<file path="src/design/xcs_pkg.sv">
// shared types, constants and helper functions for the chained stream cipher
// depends on nothing; used by every design file through scoped names
package xcs_pkg;

	// key and table sizes
	localparam int MAX_KEY_BYTES = 16;
	localparam int MIN_KEY_BYTES = 3;
	localparam int SALT_LEN      = 8;
	localparam int ROUNDS        = 19;
	localparam int WORK_MAX      = 2 * MAX_KEY_BYTES + SALT_LEN;
	localparam int STREAM_MAX    = 2 * WORK_MAX;

	localparam int RAW_AW    = $clog2(MAX_KEY_BYTES);
	localparam int RAW_CW    = $clog2(MAX_KEY_BYTES + 1);
	localparam int WORK_AW   = $clog2(WORK_MAX);
	localparam int STREAM_AW = $clog2(STREAM_MAX);
	localparam int LEN_W     = $clog2(STREAM_MAX + 1);
	localparam int RND_W     = $clog2(ROUNDS);

	// reciprocals for the small signed remainders, exact for magnitudes up to 256
	localparam int RCP_SH = 16;
	localparam logic [13:0] RCP26 = 14'(65536 / 26 + 1);
	localparam logic [13:0] RCP12 = 14'(65536 / 12 + 1);
	localparam logic [13:0] RCP15 = 14'(65536 / 15 + 1);
	localparam logic [13:0] RCP7  = 14'(65536 / 7 + 1);
	localparam logic [13:0] RCP13 = 14'(65536 / 13 + 1);

	// action codes on the input port
	localparam logic [1:0] ACT_KEY  = 2'd0;
	localparam logic [1:0] ACT_ENC  = 2'd1;
	localparam logic [1:0] ACT_DEC  = 2'd2;
	localparam logic [1:0] ACT_NONE = 2'd3;

	typedef enum logic [1:0] {
		CMD_KEY,
		CMD_ENC,
		CMD_DEC
	} cmd_t;

	typedef struct packed {
		cmd_t       cmd;
		logic [7:0] data_byte;
		logic       last;
		logic       start;
	} q_item_t;

	// head of the queue as seen by the back end
	typedef struct packed {
		logic    valid;
		q_item_t item;
	} q_head_t;

	typedef enum logic [2:0] {
		ST_DATA      = 3'd0,
		ST_KEY_READY = 3'd1,
		ST_KEY_SHORT = 3'd2,
		ST_KEY_LONG  = 3'd3,
		ST_NO_KEY    = 3'd4
	} status_t;

	typedef enum logic [3:0] {
		B_IDLE,
		B_DATA1,
		B_DATA2,
		B_FILL0,
		B_FILL1,
		B_FILL2,
		B_SRC,
		B_TERM,
		B_W0,
		B_W1,
		B_W2
	} bstate_t;

	// salt bytes appended to the second expansion pass
	function automatic logic [7:0] salt_byte(input logic [2:0] idx);
		logic [7:0] b;
		case (idx)
			3'd0: b = 8'h73;
			3'd1: b = 8'h6F;
			3'd2: b = 8'h6D;
			3'd3: b = 8'h65;
			3'd4: b = 8'h53;
			3'd5: b = 8'h61;
			3'd6: b = 8'h6C;
			default: b = 8'h74;
		endcase
		return b;
	endfunction

	// truncating remainder of a signed 10-bit value by a small constant, low 8 bits
	function automatic logic [7:0] smod(input logic [9:0] v, input logic [4:0] c,
		input logic [13:0] m);
		logic        neg;
		logic [9:0]  mag;
		logic [22:0] prod;
		logic [6:0]  q;
		logic [8:0]  qc;
		logic [8:0]  r;
		neg  = v[9];
		mag  = neg ? (~v + 10'd1) : v;
		prod = 23'(mag[8:0]) * 23'(m);
		q    = prod[22:RCP_SH];
		qc   = 9'(q) * 9'(c);
		r    = mag[8:0] - qc;
		return neg ? (8'd0 - r[7:0]) : r[7:0];
	endfunction

endpackage

</file>
<file path="src/design/xcs_front.sv">
// front end: accepts input words, sorts them into commands, queues them
// depends on xcs_pkg
module xcs_front (
	input  logic             clk,
	input  logic             arst_n,
	input  logic             in_valid,
	output logic             in_ready,
	input  logic [1:0]       action,
	input  logic [7:0]       data_byte,
	input  logic             key_last,
	input  logic             msg_start,
	output xcs_pkg::q_head_t head,
	input  logic             pop
);

	xcs_pkg::q_item_t mem_q [2];
	logic             wr_ptr_q;
	logic             rd_ptr_q;
	logic [1:0]       cnt_q;
	logic             push;
	xcs_pkg::q_item_t item_d;

	// command decode; the unused action code is never pushed into the queue
	always_comb begin
		item_d.data_byte = data_byte;
		item_d.last      = key_last;
		item_d.start     = msg_start;
		case (action)
			xcs_pkg::ACT_KEY: item_d.cmd = xcs_pkg::CMD_KEY;
			xcs_pkg::ACT_ENC: item_d.cmd = xcs_pkg::CMD_ENC;
			default:          item_d.cmd = xcs_pkg::CMD_DEC;
		endcase
	end

	assign in_ready = (cnt_q != 2'd2);
	assign push     = in_valid && in_ready && (action != xcs_pkg::ACT_NONE);

	assign head.valid = (cnt_q != 2'd0);
	assign head.item  = mem_q[rd_ptr_q];

	// queue pointers and fill level
	always_ff @(posedge clk or negedge arst_n) begin
		if (!arst_n) begin
			wr_ptr_q <= 1'b0;
			rd_ptr_q <= 1'b0;
			cnt_q    <= 2'd0;
		end else begin
			if (push)
				wr_ptr_q <= ~wr_ptr_q;
			if (pop)
				rd_ptr_q <= ~rd_ptr_q;
			cnt_q <= cnt_q + 2'(push) - 2'(pop);
		end
	end

	// queue storage
	always_ff @(posedge clk) begin
		if (push)
			mem_q[wr_ptr_q] <= item_d;
	end

endmodule

</file>
<file path="src/design/xcs_back.sv">
// back end: key store, two-pass key expansion sequencer, keystream XOR, result register
// depends on xcs_pkg
module xcs_back (
	input  logic             clk,
	input  logic             arst_n,
	input  xcs_pkg::q_head_t head,
	output logic             pop,
	output logic             out_valid,
	input  logic             out_ready,
	output logic [7:0]       result_byte,
	output logic [2:0]       status
);

	localparam int LW = xcs_pkg::LEN_W;

	xcs_pkg::bstate_t state_q, state_d;

	// memories
	logic [7:0] raw_mem    [xcs_pkg::MAX_KEY_BYTES];
	logic [7:0] work_mem   [xcs_pkg::WORK_MAX];
	logic [7:0] stream_mem [xcs_pkg::STREAM_MAX];

	logic                         raw_we;
	logic [xcs_pkg::RAW_AW-1:0]    raw_wa, raw_ra0, raw_ra1;
	logic [7:0]                   raw_wd, raw_rd0, raw_rd1;
	logic                         work_we;
	logic [xcs_pkg::WORK_AW-1:0]   work_wa, work_ra0, work_ra1;
	logic [7:0]                   work_rd0, work_rd1;
	logic                         stream_we;
	logic [xcs_pkg::STREAM_AW-1:0] stream_wa, stream_ra0, stream_ra1;
	logic [7:0]                   stream_rd0, stream_rd1;

	// control state
	logic [xcs_pkg::RAW_CW-1:0] key_cnt_q;
	logic                      ovf_q;
	logic                      key_ready_q;
	logic [LW-1:0]             len_q, pos_q;
	logic [7:0]                chain_q;
	logic                      out_valid_q;

	// expansion counters
	logic                     pass_q;
	logic [LW-1:0]            sn_q, dm_q, salt_base_q;
	logic [LW-1:0]            i_q, la_q, ra_q, j3_q, j6_q;
	logic [xcs_pkg::RND_W-1:0] rnd_q;

	// payload registers
	logic [7:0]       res_q;
	xcs_pkg::status_t stat_q;
	logic [7:0]       byte_q, chain_eff_q, x_q, fill_q;
	logic             enc_q;
	logic [LW-1:0]    pp3_q, pn_q;
	logic             sa_salt_q, sb_salt_q;
	logic [7:0]       sa_sbyte_q, sb_sbyte_q;
	logic [7:0]       r26_q, r12_q, r15_q, r7_q, r13_q, xv_q;

	// combinational helpers
	xcs_pkg::q_item_t          item;
	logic                      out_free;
	logic                      kw;
	logic [xcs_pkg::RAW_CW-1:0] new_cnt;
	logic                      ovf_eff;
	logic                      key_good;
	logic [LW-1:0]             p, pm2, pp3, pn;
	logic [LW-1:0]             src_a_idx, dst_ra, dst_wa;
	logic                      dst_we;
	logic [7:0]                dst_wd, dst_rd;
	logic [7:0]                src_a, src_b;
	logic [9:0]                lv, rv, sv;
	logic                      i_last, rnd_last;
	logic [LW-1:0]             i_nx, la_nx, ra_nx, j3_nx, j6_nx;
	logic                      out_set;
	logic [7:0]                out_res;
	xcs_pkg::status_t          out_stat;
	logic [7:0]                data_r;

	assign item     = head.item;
	assign out_free = !out_valid_q || out_ready;

	// key word decode
	assign kw       = key_cnt_q < xcs_pkg::RAW_CW'(xcs_pkg::MAX_KEY_BYTES);
	assign new_cnt  = kw ? key_cnt_q + 1'b1 : key_cnt_q;
	assign ovf_eff  = ovf_q || !kw;
	assign key_good = !ovf_eff && (new_cnt >= xcs_pkg::RAW_CW'(xcs_pkg::MIN_KEY_BYTES));

	// data word table positions
	always_comb begin
		p   = item.start ? '0 : pos_q;
		pm2 = (p >= LW'(2)) ? p - LW'(2) : p + len_q - LW'(2);
		pp3 = (p + LW'(3) >= len_q) ? p + LW'(3) - len_q : p + LW'(3);
		pn  = (p + LW'(1) == len_q) ? '0 : p + LW'(1);
	end

	// expansion step counters
	always_comb begin
		i_last   = (i_q + LW'(1) == dm_q);
		rnd_last = (rnd_q == xcs_pkg::RND_W'(xcs_pkg::ROUNDS - 1));
		i_nx     = i_last ? '0 : i_q + LW'(1);
		la_nx    = (la_q + LW'(1) == sn_q) ? '0 : la_q + LW'(1);
		ra_nx    = (ra_q + LW'(1) == sn_q) ? '0 : ra_q + LW'(1);
		j3_nx    = (j3_q + LW'(1) == dm_q) ? '0 : j3_q + LW'(1);
		j6_nx    = (j6_q + LW'(1) == dm_q) ? '0 : j6_q + LW'(1);
	end

	// source bytes, salt tail on the second pass
	always_comb begin
		if (!pass_q) begin
			src_a = raw_rd0;
			src_b = raw_rd1;
		end else begin
			src_a = sa_salt_q ? sa_sbyte_q : work_rd0;
			src_b = sb_salt_q ? sb_sbyte_q : work_rd1;
		end
		lv = {{2{src_a[7]}}, src_a};
		rv = {{2{src_b[7]}}, src_b};
		sv = lv + rv;
	end

	assign dst_rd = pass_q ? stream_rd0 : work_rd0;
	assign data_r = x_q ^ stream_rd0 ^ chain_eff_q;

	// next state
	always_comb begin
		state_d = state_q;
		case (state_q)
			xcs_pkg::B_IDLE: begin
				if (head.valid && out_free) begin
					case (item.cmd)
						xcs_pkg::CMD_KEY: begin
							if (item.last && key_good)
								state_d = xcs_pkg::B_FILL0;
						end
						default: begin
							if (key_ready_q)
								state_d = xcs_pkg::B_DATA1;
						end
					endcase
				end
			end
			xcs_pkg::B_DATA1: state_d = xcs_pkg::B_DATA2;
			xcs_pkg::B_DATA2: state_d = xcs_pkg::B_IDLE;
			xcs_pkg::B_FILL0: state_d = xcs_pkg::B_FILL1;
			xcs_pkg::B_FILL1: state_d = xcs_pkg::B_FILL2;
			xcs_pkg::B_FILL2: begin
				if (i_last)
					state_d = xcs_pkg::B_SRC;
			end
			xcs_pkg::B_SRC:  state_d = xcs_pkg::B_TERM;
			xcs_pkg::B_TERM: state_d = xcs_pkg::B_W0;
			xcs_pkg::B_W0:   state_d = xcs_pkg::B_W1;
			xcs_pkg::B_W1:   state_d = xcs_pkg::B_W2;
			xcs_pkg::B_W2: begin
				if (i_last && rnd_last)
					state_d = pass_q ? xcs_pkg::B_IDLE : xcs_pkg::B_FILL0;
				else
					state_d = xcs_pkg::B_SRC;
			end
			default: state_d = xcs_pkg::B_IDLE;
		endcase
	end

	// state outputs: queue pop, memory ports, result load
	always_comb begin
		pop       = (state_q == xcs_pkg::B_IDLE) && head.valid && out_free;
		src_a_idx = (state_q == xcs_pkg::B_FILL0) ? '0 : la_q;
		out_set   = 1'b0;
		out_res   = 8'd0;
		out_stat  = xcs_pkg::ST_DATA;
		dst_ra    = i_q;
		dst_wa    = i_q;
		dst_we    = 1'b0;
		dst_wd    = fill_q;
		case (state_q)
			xcs_pkg::B_IDLE: begin
				if (pop) begin
					case (item.cmd)
						xcs_pkg::CMD_KEY: begin
							if (item.last && !key_good) begin
								out_set  = 1'b1;
								out_stat = ovf_eff ? xcs_pkg::ST_KEY_LONG
									: xcs_pkg::ST_KEY_SHORT;
							end
						end
						default: begin
							if (!key_ready_q) begin
								out_set  = 1'b1;
								out_stat = xcs_pkg::ST_NO_KEY;
							end
						end
					endcase
				end
			end
			xcs_pkg::B_DATA2: begin
				out_set = 1'b1;
				out_res = data_r;
			end
			xcs_pkg::B_FILL2: dst_we = 1'b1;
			xcs_pkg::B_TERM:  dst_ra = i_q;
			xcs_pkg::B_W0: begin
				dst_ra = j3_q;
				dst_we = 1'b1;
				dst_wd = dst_rd + r26_q + xv_q + r12_q;
			end
			xcs_pkg::B_W1: begin
				dst_ra = j6_q;
				dst_wa = j3_q;
				dst_we = 1'b1;
				dst_wd = dst_rd + xv_q + r15_q;
			end
			xcs_pkg::B_W2: begin
				dst_wa = j6_q;
				dst_we = 1'b1;
				dst_wd = dst_rd + r7_q + r13_q;
				if (i_last && rnd_last && pass_q) begin
					out_set  = 1'b1;
					out_stat = xcs_pkg::ST_KEY_READY;
				end
			end
			default: ;
		endcase
	end

	// memory port wiring
	always_comb begin
		raw_we  = pop && (item.cmd == xcs_pkg::CMD_KEY) && kw;
		raw_wa  = key_cnt_q[xcs_pkg::RAW_AW-1:0];
		raw_wd  = item.data_byte;
		raw_ra0 = src_a_idx[xcs_pkg::RAW_AW-1:0];
		raw_ra1 = ra_q[xcs_pkg::RAW_AW-1:0];

		work_we  = dst_we && !pass_q;
		work_wa  = dst_wa[xcs_pkg::WORK_AW-1:0];
		work_ra0 = pass_q ? src_a_idx[xcs_pkg::WORK_AW-1:0] : dst_ra[xcs_pkg::WORK_AW-1:0];
		work_ra1 = ra_q[xcs_pkg::WORK_AW-1:0];

		stream_we = dst_we && pass_q;
		stream_wa = dst_wa[xcs_pkg::STREAM_AW-1:0];
		case (state_q)
			xcs_pkg::B_IDLE:  stream_ra0 = p[xcs_pkg::STREAM_AW-1:0];
			xcs_pkg::B_DATA1: stream_ra0 = pp3_q[xcs_pkg::STREAM_AW-1:0];
			default:          stream_ra0 = dst_ra[xcs_pkg::STREAM_AW-1:0];
		endcase
		stream_ra1 = pm2[xcs_pkg::STREAM_AW-1:0];
	end

	// memories with registered reads
	always_ff @(posedge clk) begin
		if (raw_we)
			raw_mem[raw_wa] <= raw_wd;
		raw_rd0 <= raw_mem[raw_ra0];
		raw_rd1 <= raw_mem[raw_ra1];
	end

	always_ff @(posedge clk) begin
		if (work_we)
			work_mem[work_wa] <= dst_wd;
		work_rd0 <= work_mem[work_ra0];
		work_rd1 <= work_mem[work_ra1];
	end

	always_ff @(posedge clk) begin
		if (stream_we)
			stream_mem[stream_wa] <= dst_wd;
		stream_rd0 <= stream_mem[stream_ra0];
		stream_rd1 <= stream_mem[stream_ra1];
	end

	// control registers
	always_ff @(posedge clk or negedge arst_n) begin
		if (!arst_n) begin
			state_q     <= xcs_pkg::B_IDLE;
			key_cnt_q   <= '0;
			ovf_q       <= 1'b0;
			key_ready_q <= 1'b0;
			len_q       <= '0;
			pos_q       <= '0;
			chain_q     <= 8'd0;
			out_valid_q <= 1'b0;
			pass_q      <= 1'b0;
			sn_q        <= '0;
			dm_q        <= '0;
			salt_base_q <= '0;
			i_q         <= '0;
			la_q        <= '0;
			ra_q        <= '0;
			j3_q        <= '0;
			j6_q        <= '0;
			rnd_q       <= '0;
		end else begin
			state_q <= state_d;
			if (out_set)
				out_valid_q <= 1'b1;
			else if (out_ready)
				out_valid_q <= 1'b0;

			// key word bookkeeping
			if (pop && item.cmd == xcs_pkg::CMD_KEY) begin
				if (item.last) begin
					key_cnt_q <= '0;
					ovf_q     <= 1'b0;
					if (!key_good) begin
						key_ready_q <= 1'b0;
					end else begin
						pass_q      <= 1'b0;
						sn_q        <= LW'(new_cnt);
						dm_q        <= LW'({new_cnt, 1'b0});
						salt_base_q <= LW'(new_cnt);
						i_q         <= '0;
					end
				end else begin
					key_cnt_q <= new_cnt;
					ovf_q     <= ovf_eff;
				end
			end

			// keystream position and chaining after a data word
			if (state_q == xcs_pkg::B_DATA2) begin
				pos_q   <= pn_q;
				chain_q <= enc_q ? data_r : byte_q;
			end

			// table fill sweep, then counter setup for the rounds
			if (state_q == xcs_pkg::B_FILL2) begin
				i_q <= i_nx;
				if (i_last) begin
					la_q  <= sn_q - LW'(2);
					ra_q  <= (sn_q == LW'(3)) ? '0 : LW'(3);
					j3_q  <= LW'(3);
					j6_q  <= (dm_q == LW'(6)) ? '0 : LW'(6);
					rnd_q <= '0;
				end
			end

			// one update step done
			if (state_q == xcs_pkg::B_W2) begin
				i_q  <= i_nx;
				la_q <= la_nx;
				ra_q <= ra_nx;
				j3_q <= j3_nx;
				j6_q <= j6_nx;
				if (i_last) begin
					rnd_q <= rnd_q + 1'b1;
					if (rnd_last) begin
						if (!pass_q) begin
							pass_q      <= 1'b1;
							sn_q        <= dm_q + LW'(xcs_pkg::SALT_LEN);
							dm_q        <= LW'({dm_q + LW'(xcs_pkg::SALT_LEN), 1'b0});
							salt_base_q <= dm_q;
							i_q         <= '0;
						end else begin
							len_q       <= dm_q;
							key_ready_q <= 1'b1;
							pos_q       <= '0;
							chain_q     <= 8'd0;
						end
					end
				end
			end
		end
	end

	// payload registers
	always_ff @(posedge clk) begin
		if (out_set) begin
			res_q  <= out_res;
			stat_q <= out_stat;
		end
		if (pop) begin
			byte_q      <= item.data_byte;
			enc_q       <= (item.cmd == xcs_pkg::CMD_ENC);
			chain_eff_q <= item.start ? 8'd0 : chain_q;
			pp3_q       <= pp3;
			pn_q        <= pn;
		end
		if (state_q == xcs_pkg::B_DATA1)
			x_q <= byte_q ^ stream_rd0 ^ stream_rd1;
		if (state_q == xcs_pkg::B_FILL1)
			fill_q <= src_a;
		sa_salt_q  <= (src_a_idx >= salt_base_q);
		sb_salt_q  <= (ra_q >= salt_base_q);
		sa_sbyte_q <= xcs_pkg::salt_byte(3'(src_a_idx - salt_base_q));
		sb_sbyte_q <= xcs_pkg::salt_byte(3'(ra_q - salt_base_q));
		if (state_q == xcs_pkg::B_TERM) begin
			r26_q <= xcs_pkg::smod(lv, 5'd26, xcs_pkg::RCP26);
			r12_q <= xcs_pkg::smod(rv, 5'd12, xcs_pkg::RCP12);
			r15_q <= xcs_pkg::smod(sv, 5'd15, xcs_pkg::RCP15);
			r13_q <= xcs_pkg::smod(sv, 5'd13, xcs_pkg::RCP13);
			r7_q  <= xcs_pkg::smod({{2{src_a[7] ^ src_b[7]}}, src_a ^ src_b}, 5'd7,
				xcs_pkg::RCP7);
			xv_q  <= src_a ^ src_b;
		end
	end

	assign out_valid   = out_valid_q;
	assign result_byte = res_q;
	assign status      = stat_q;

endmodule

</file>
<file path="src/design/xor_chained_stream_cipher_top.sv">
// top level of the chained three-tap XOR stream cipher
// depends on xcs_pkg, xcs_front and xcs_back
//
// Key words (action 0) are taken one per cycle while the back end is idle and its
// output register free, and give no result until the word marked key_last; a
// rejected key answers at once with status 2 or 3. A good key of n bytes runs two
// expansion passes on a single-write memory sequencer: each pass of m destination
// bytes (m = 2n, then 4n+16) runs a fill sweep, then 19 rounds of m update steps
// that read-modify-write, after which status 1 is given. A data word (encrypt or
// decrypt) passes the back end in steps: the pop starts two table reads, B_DATA1
// the third, and B_DATA2 forms the result, as the table memory has two read ports.
// A two-word queue lets the input side keep accepting while the back end or the
// output register is busy; the output register holds one result at a time.
module xor_chained_stream_cipher_top (
	input  logic       clk,
	input  logic       arst_n,
	input  logic       in_valid,
	output logic       in_ready,
	input  logic [1:0] action,
	input  logic [7:0] data_byte,
	input  logic       key_last,
	input  logic       msg_start,
	output logic       out_valid,
	input  logic       out_ready,
	output logic [7:0] result_byte,
	output logic [2:0] status
);

	xcs_pkg::q_head_t head;
	logic             pop;

	// accept and queue words
	xcs_front u_front (
		.clk       (clk),
		.arst_n    (arst_n),
		.in_valid  (in_valid),
		.in_ready  (in_ready),
		.action    (action),
		.data_byte (data_byte),
		.key_last  (key_last),
		.msg_start (msg_start),
		.head      (head),
		.pop       (pop)
	);

	// key expansion and data path
	xcs_back u_back (
		.clk         (clk),
		.arst_n      (arst_n),
		.head        (head),
		.pop         (pop),
		.out_valid   (out_valid),
		.out_ready   (out_ready),
		.result_byte (result_byte),
		.status      (status)
	);

endmodule

</file>
<file path="config.mk">
export PLATFORM = sky130hd
export DESIGN_NAME = xor_chained_stream_cipher_top
export DESIGN_NICKNAME = d
export VERILOG_FILES = /design/src/design/xcs_pkg.sv /design/src/design/xcs_front.sv /design/src/design/xcs_back.sv /design/src/design/xor_chained_stream_cipher_top.sv
export SDC_FILE = /design/constraint.sdc
export NUM_CORES = 2
export LEC_CHECK = 0
export BUFFER_PORTS_ARGS = -buffer_cell sky130_fd_sc_hd__buf_2
export CORE_MARGIN = 2
export CORE_UTILIZATION = 25
export CTS_BUF_LIST = sky130_fd_sc_hd__clkbuf_8
export CTS_CLUSTER_SIZE = 40
export DETAILED_ROUTE_END_ITERATION = 6
export GPL_TIMING_DRIVEN = 0
export HOLD_SLACK_MARGIN = 0.08
export SLEW_MARGIN = 10
export SYNTH_ARGS = -nofsm -noshare
export SYNTH_HDL_FRONTEND = slang
export SYNTH_HIERARCHICAL = 1
export SYNTH_SLANG_ARGS = --single-unit
</file>
<file path="constraint.sdc">
create_clock -name clk -period 14 [get_ports clk]
set_input_delay 1.4 -clock clk [delete_from_list [all_inputs] [get_ports clk]]
set_output_delay 1.4 -clock clk [all_outputs]
set_load 0.01 [all_outputs]
</file>
=== Word-level counts from Yosys, hierarchy flattened ===
Memories as Yosys holds them, arrays and structs flattened. A register that Yosys moved wholly into a read port is not among the register bits.
Cells that the tools add are included.

* Register bits: 222
* Memory bits (writable): 1112
* Input port bits: 16
* Output and inout bits: 13
* Logic and storage cells: 328
* Memories kept: 4

* $add $sub $neg: 41
* Multipliers: 10
* Order comparisons: 6
* Equality and inequality tests: 39
* Mux-type cells: 138
* Bitwise gates (word level): 12
* Reduce and logical (&&, ||, !) cells: 38

{| class="wikitable"
|+ Memory list
! memory !! depth !! bits a word !! read ports !! clocked after Yosys merged registers in !! write ports !! line !! source
|-
| u_back.stream_mem || 80 || 8 || 2 || 2 || 1 || xcs_back.sv:21 || <nowiki>logic [7:0] stream_mem [xcs_pkg::STREAM_MAX];</nowiki>
|-
| u_back.work_mem || 40 || 8 || 2 || 2 || 1 || xcs_back.sv:20 || <nowiki>logic [7:0] work_mem [xcs_pkg::WORK_MAX];</nowiki>
|-
| u_back.raw_mem || 16 || 8 || 2 || 2 || 1 || xcs_back.sv:19 || <nowiki>logic [7:0] raw_mem [xcs_pkg::MAX_KEY_BYTES];</nowiki>
|-
| u_front.mem_q || 2 || 12 || 1 || 0 || 1 || xcs_front.sv:16 || <nowiki>xcs_pkg::q_item_t mem_q [2];</nowiki>
|}

{| class="wikitable"
|+ Operator list
! cell !! number
|-
| 7-bit two-way mux || 55
|-
| 8-bit two-way mux || 16
|-
| 9-bit by 12-bit multiplier with 21-bit output, second input constant || 4
|-
| 6-bit case mux with 7 select lines || 2
|-
| 8-bit adder || 7
|-
| 7-bit by 1-bit adder with 7-bit output, second input constant || 6
|-
| 7-bit equality test || 6
|-
| 7-bit case mux with 2 select lines || 3
|-
| 4-bit case mux with 10 select lines || 1
|-
| 1-bit by 8-bit subtractor with 8-bit output, first input constant || 5
|-
| 8-bit subtractor || 5
|-
| 8-bit bitwise XOR || 5
|-
| 9-bit by 1-bit adder with 9-bit output, second input constant || 4
|-
| 9-bit two-way mux || 4
|-
| 9-bit inverter || 4
|-
| 1-bit two-way mux || 33
|-
| 5-bit two-way mux || 6
|-
| 4-bit two-way mux || 6
|-
| 8-bit case mux with 3 select lines || 1
|-
| 9-bit by 14-bit multiplier with 23-bit output, second input constant || 1
|-
| 7-bit >= comparator || 3
|-
| 7-bit by 2-bit subtractor with 7-bit output, second input constant || 3
|-
| 3-bit equality test, second input constant || 6
|-
| 4-bit by 3-bit equality test with 1-bit output, second input constant || 4
|-
| other kinds (48) || 94
|}

=== Logic depth before layout (Yosys ltp) ===
* Word-level depth: 12
* Gate-level depth with buffers: 49
* Gate-level depth less buffers: 45

=== Cells and area by module ===
Netlist, hierarchy kept.

{| class="wikitable"
|+ Modules (own cells, without submodules)
! module !! times used !! cells each !! area an instance (um2) !! seq. area each (um2)
|-
| xcs_back || 1 || 6415 || 77564.4 || 39497.9
|-
| xcs_front || 1 || 58 || 1137.3 || 820.8
|}

=== Worst setup path after synthesis ===
Ideal clock, no wire load.

* Kind: reg-to-reg
* Start: register u_back.pass_q
* End: register u_back.r13_q[7] (data pin)
* Setup time: 260 ps
* Data arrival time: 10091 ps
* Data required time: 13740 ps
* Slack: 3649 ps
* Stages on the path, launching flop included: 44
* Buffers on the path: 5
* Period minus slack after synthesis: 10351 ps
* Path through: dfrtp_1 clkbuf_1 buf_2 clkbuf_1 clkbuf_1 nand2_1 o21ai_0 inv_1 ha_1 nor2b_1 o31a_1 o32a_4 nand2_1 clkbuf_1 nand2_1 o21ai_0 inv_1 fa_1 (+8 left out) o21ai_0 nor3_1 and3b_1 nor4_1 nor3_1 a21o_1 a211oi_1 a21oi_1 ha_1 inv_1 fa_1 fa_1 ha_1 a21oi_1 xnor2_1 o31ai_1 xor2_1 xnor2_1

* Longest elaborated chain between the ends: 10
* Elaborated cells on any way between the ends: 11
* Those cells by class: 4 x add/sub; 2 x mul; 4 x mux; 1 x bitwise

{| class="wikitable"
|+ Ends and longest elaborated chain
! what !! line !! source
|-
| start: declaration || xcs_back.sv:42 || <nowiki>logic pass_q;</nowiki>
|-
| start signal: assignment || xcs_back.sv:279 || <nowiki>pass_q <= 1'b0;</nowiki>
|-
| start signal: assignment || xcs_back.sv:304 || <nowiki>pass_q <= 1'b0;</nowiki>
|-
| start signal: assignment || xcs_back.sv:345 || <nowiki>pass_q <= 1'b1;</nowiki>
|-
| 8-bit two-way mux (*) || xcs_back.sv:107 || <nowiki>if (!pass_q) begin</nowiki>
|-
| named net u_back.src_a[2] || xcs_back.sv:68 || <nowiki>logic [7:0] src_a, src_b;</nowiki>
|-
| 8-bit by 8-bit adder with 9-bit output (*) || xcs_back.sv:116 || <nowiki>sv = lv + rv;</nowiki>
|-
| 9-bit inverter || xcs_pkg.sv:101 || <nowiki>mag = neg ? (~v + 10'd1) : v;</nowiki>
|-
| 9-bit by 1-bit adder with 9-bit output || xcs_pkg.sv:101 ||
|-
| 9-bit two-way mux || xcs_pkg.sv:101 ||
|-
| 9-bit by 12-bit multiplier with 21-bit output || xcs_pkg.sv:102 || <nowiki>prod = 23'(mag[8:0]) * 23'(m);</nowiki>
|-
| 6-bit by 4-bit multiplier with 8-bit output || xcs_pkg.sv:104 || <nowiki>qc = 9'(q) * 9'(c);</nowiki>
|-
| 8-bit subtractor || xcs_pkg.sv:105 || <nowiki>r = mag[8:0] - qc;</nowiki>
|-
| 1-bit by 8-bit subtractor with 8-bit output || xcs_pkg.sv:106 || <nowiki>return neg ? (8'd0 - r[7:0]) : r[7:0];</nowiki>
|-
| 8-bit two-way mux (*) || xcs_pkg.sv:106 ||
|-
| end signal: assignment || xcs_back.sv:387 || <nowiki>r13_q <= xcs_pkg::smod(sv, 5'd13, xcs_pkg::RCP13);</nowiki>
|-
| end: declaration || xcs_back.sv:55 || <nowiki>logic [7:0] r26_q, r12_q, r15_q, r7_q, r13_q, xv_q;</nowiki>
|}

Mark *: on every way through the listed nets, which the timed path passes. The rest lies on a longest branch.
A chain may end at the register's enable or synchronous reset.

=== Worst setup path after layout ===
* Start: register u_back.pass_q
* End: register u_back.r13_q[7] (data pin)

* Longest elaborated chain between the ends: 10
* Elaborated cells on any way between the ends: 11
* Those cells by class: 4 x add/sub; 2 x mul; 4 x mux; 1 x bitwise

{| class="wikitable"
|+ Ends and longest elaborated chain
! what !! line !! source
|-
| 8-bit two-way mux (*) || xcs_back.sv:107 ||
|-
| named net u_back.src_b[0] || xcs_back.sv:68 ||
|-
| 8-bit by 8-bit adder with 9-bit output (*) || xcs_back.sv:116 ||
|-
| named net u_back.sv[0] || xcs_back.sv:69 || <nowiki>logic [9:0] lv, rv, sv;</nowiki>
|-
| 9-bit inverter || xcs_pkg.sv:101 ||
|-
| 9-bit by 1-bit adder with 9-bit output || xcs_pkg.sv:101 ||
|-
| 9-bit two-way mux (*) || xcs_pkg.sv:101 ||
|-
| 9-bit by 12-bit multiplier with 21-bit output || xcs_pkg.sv:102 ||
|-
| 6-bit by 4-bit multiplier with 8-bit output || xcs_pkg.sv:104 ||
|-
| 8-bit subtractor (*) || xcs_pkg.sv:105 ||
|-
| 1-bit by 8-bit subtractor with 8-bit output || xcs_pkg.sv:106 ||
|-
| 8-bit two-way mux (*) || xcs_pkg.sv:106 ||
|}

Marked as above.

==> out/qor.tcl <==
set qor(status) {completed}
set qor(timing.critical_path.from_type) {register}
set qor(critical-path-max-stage-delay_ns) 0.70
set qor(cpMostUsedCell) {sky130_fd_sc_hd__ha_1}
set qor(rsz_0062_raised_after_global_routing) {false}
set qor(finalNetCount) 7328
set qor(report.final.setup_viol) 0
set qor(start_util) 0.250
set qor(rows) 206
set qor(synthCells) 6473
set qor(top_level_ports) 29
set qor(areaGrowthSynthToFinish_pct) 13.8
set qor(tightest_slew_ns) 1.37
set qor(placed_cell_area_mm2) 0.0853
set qor(crit_path_max_fanout) 10
set qor(via_count) 58100
set qor(synth.largest_area_cell) {sky130_fd_sc_hd__edfxtp_1}
set qor(synth.ff_latch_count) 1380
set qor(synth_area_leaders) {sky130_fd_sc_hd__edfxtp_1, sky130_fd_sc_hd__mux4_2, sky130_fd_sc_hd__ha_1}
set qor(timing.final.crit_share) 0.926
set qor(tritoncts) {built}
set qor(sequential_to_total_area_share_from_yosys_stat) 0.512
set qor(clock_tree.buffer_depth) 3
set qor(stdcell_area_mm2) 0.0896
set qor(cts.clk_slew.worst_paths_ns) 0.07
set qor(synth.avg_cell_area_um2) 12.2
set qor(antenna_found_initial) 7
set qor(die_width_um) 565
set qor(numCtsBuffers) 213
set qor(netlist.area_leader.share) 0.465
set qor(grt_pass1_vias) 57900
set qor(dr.pass1.iters) 6
set qor(placeableCoreArea_mm2) 0.314
set qor(final-max-slew-violation-count) 0
set qor(postSynth.topFlopCell) {sky130_fd_sc_hd__edfxtp_1}
set qor(root_buffer) {sky130_fd_sc_hd__clkbuf_8}
set qor(most_frequently_used_cell_type_in_the_post_synthesis_netlist) {sky130_fd_sc_hd__edfxtp_1}
set qor(hold_fix_buffers_at_cts) 0
set qor(worstReg2RegStart) {u_back/pass_q$_DFF_PN0_}
set qor(worstSetupPathType) {register to register}
set qor(critical_path_required_ns) 14.72
set qor(max_cap_violations) 0
set qor(routedWlPerCell_um) 24.3
set qor(hold_viol) 0
set qor(grt_first_pass_wirelength_um) 389000
set qor(worstSkewPairLatency_ns) 1.03
set qor(antenna_left) 0
set qor(place_congestion) 0.998
set qor(wl_um) 270000
set qor(detailed_place_hpwl_um) 199000
set qor(final.setup_skew_ns) 0.0782
set qor(yosys_warnings) 6
set qor(drcViolationCount) 0
set qor(preCtsSetupSlack_ns) 0.953
set qor(post_cts_buffers) 0
set qor(r2r_setup_slack_ns) 1.04
set qor(design.die.area_mm2) 0.319
set qor(finalWorstSetupSlack_ns) 1.04
set qor(ys_top_cells_by_count) {sky130_fd_sc_hd__edfxtp_1, sky130_fd_sc_hd__nand2_1, sky130_fd_sc_hd__ha_1}
set qor(cp_data_arrival_time_ns) 13.68
set qor(synth.distinct_cells) 94
set qor(drive_above_1_share) 0.124
set qor(relSlewSlack) 0.0843
set qor(postSynth.asyncResetShare) 0.0725
set qor(worst_min_path_class) {primary input to asynchronous set/reset pin}
set qor(timing.critical_path.to_type) {register}
set qor(io_buffers) 28
set qor(clock-sinks) 1380
set qor(whs_ns) 0.281
set qor(worstRegToRegCells) 45
set qor(synth_edf_count) 1218
set qor(post_drt_via_cell_ratio) 5.23
set qor(grt_usage) 0.164
set qor(synth_area_mm2) 0.0787
set qor(grt_remaining_overflow) 0
set qor(drt_first_iter_violations) 7098
set qor(critPathSlowestCell) {sky130_fd_sc_hd__ha_1}
set qor(period_minus_slack_ns) 12.96
set qor(chipHeight_um) 565
set qor(max_freq_mhz) 77.2
set qor(fin_util) 0.285
set qor(regToRegEndpoint) {u_back/r13_q[7]$_DFFE_PP_}
set qor(h_tree_lvls) 4
set qor(grt_max_degree) 69
set qor(cts_repair_resize_count) 0
layout make-up:
class	count	area [um2]
fillers	31900	225000
flip-flops and latches	1380	40300
multi-input cells	4365	35800
well taps	4160	5200
clock buffers	230	3170
plain buffers	398	1580
inverters	343	1290
clock inverters	165	1130
repair buffers	73	1130
diodes	1	2.50
worst max path at each step:
stage | from | end | slack (ns) | depth (start not counted)
final | u_back/pass_q$_DFF_PN0_ | u_back/r13_q[7]$_DFFE_PP_ | 1.04 | 45
after global routing | u_back/pass_q$_DFF_PN0_ | u_back/r13_q[7]$_DFFE_PP_ | 0.20 | 45
after CTS | u_back/pass_q$_DFF_PN0_ | u_back/r13_q[7]$_DFFE_PP_ | 0.93 | 45
after detailed placement | u_back/pass_q$_DFF_PN0_ | u_back/r13_q[7]$_DFFE_PP_ | 0.95 | 45
after global placement | u_back/pass_q$_DFF_PN0_ | u_back/stream_mem[53][2]$_DFFE_PP_ | -6.70 | 13
after floorplan | u_back/pass_q$_DFF_PN0_ | u_back/r13_q[7]$_DFFE_PP_ | 3.65 | 43
registers in the layout (all words and copies together), names as in the netlist, 8 cells and up, named ones only:
name                count
u_back/stream_mem     640
u_back/work_mem       320
u_back/raw_mem        128
u_front/mem_q          24
u_back/byte_q           8
u_back/chain_eff_q      8
u_back/chain_q          8
u_back/fill_q           8
u_back/r12_q            8
u_back/r13_q            8
u_back/r15_q            8
u_back/r26_q            8
u_back/r7_q             8
u_back/raw_rd0          8
u_back/raw_rd1          8
u_back/result_byte      8
u_back/stream_rd0       8
u_back/stream_rd1       8
u_back/work_rd0         8
u_back/work_rd1         8
u_back/x_q              8
u_back/xv_q             8
placed cells by master (no fill, tap or decap), types with 23 or more instances in the layout:
cell type / instances
sky130_fd_sc_hd__edfxtp_1: 1218
sky130_fd_sc_hd__nand2_1: 914
sky130_fd_sc_hd__inv_1: 413
sky130_fd_sc_hd__ha_1: 374
sky130_fd_sc_hd__nor2_1: 306
sky130_fd_sc_hd__mux4_2: 296
sky130_fd_sc_hd__clkbuf_1: 287
sky130_fd_sc_hd__a21oi_1: 266
sky130_fd_sc_hd__clkbuf_8: 230
sky130_fd_sc_hd__a211oi_1: 229
sky130_fd_sc_hd__xnor2_1: 219
sky130_fd_sc_hd__o21ai_0: 185
sky130_fd_sc_hd__and2_1: 175
sky130_fd_sc_hd__fa_1: 164
sky130_fd_sc_hd__nand3_1: 157
sky130_fd_sc_hd__a311oi_1: 145
sky130_fd_sc_hd__a31oi_1: 122
sky130_fd_sc_hd__mux2i_1: 106
sky130_fd_sc_hd__dfrtp_1: 100
sky130_fd_sc_hd__buf_2: 84
sky130_fd_sc_hd__mux2_2: 76
sky130_fd_sc_hd__xor2_1: 72
sky130_fd_sc_hd__and3_1: 67
sky130_fd_sc_hd__dfxtp_1: 62
sky130_fd_sc_hd__nor2b_1: 55
sky130_fd_sc_hd__buf_1: 52
sky130_fd_sc_hd__a21o_1: 38
sky130_fd_sc_hd__o211ai_1: 38
sky130_fd_sc_hd__nor3_1: 36
sky130_fd_sc_hd__clkinv_2: 34
sky130_fd_sc_hd__clkinv_1: 31
sky130_fd_sc_hd__nand2b_1: 31
sky130_fd_sc_hd__o21a_1: 23
layer usage:
| metal | track usage | routed length [um] |
|---|---|---|
| met2 | 0.265 | 124000 |
| met1 | 0.209 | 106000 |
| met3 | 0.0355 | 26100 |
| met5 | 0 | 27 |
| met4 | 0.0787 | 13900 |
through the flow:
stage          std cells  setup TNS (ns)
2_1_floorplan       6486               0
4_1_cts            11100               0
6_report           11100               0
5_1_grt            11100               0
3_5_place_dp       10700               0
3_3_place_gp       10700        -1763.90
critical path, delay by kind of cell, from the launching register on:
kind	cells	cell delay (ns)
xor+xnor	5	1.29
fa+ha+maj	10	3.96
flops	1	0.32
simple gates	12	2.57
compound gates	7	1.54
buf+inv	11	3.00
kinds of logic (layout without fill, tap and decap cells):
| kind of cell | after synthesis | after routing | synth area share |
|---|---|---|---|
| simple gates | 1825 | 1825 | 0.104 |
| flops | 1380 | 1380 | 0.512 |
| compound gates | 1200 | 1200 | 0.102 |
| buf+inv | 741 | 1209 | 0.0364 |
| fa+ha+maj | 539 | 539 | 0.101 |
| mux | 490 | 490 | 0.111 |
| xor+xnor | 296 | 296 | 0.0331 |
| other cells | 2 | 16 | 0.0000954 |
Power is not shown: default switching activity piles up to over one toggle a cycle in this logic, so the estimate is an artifact.
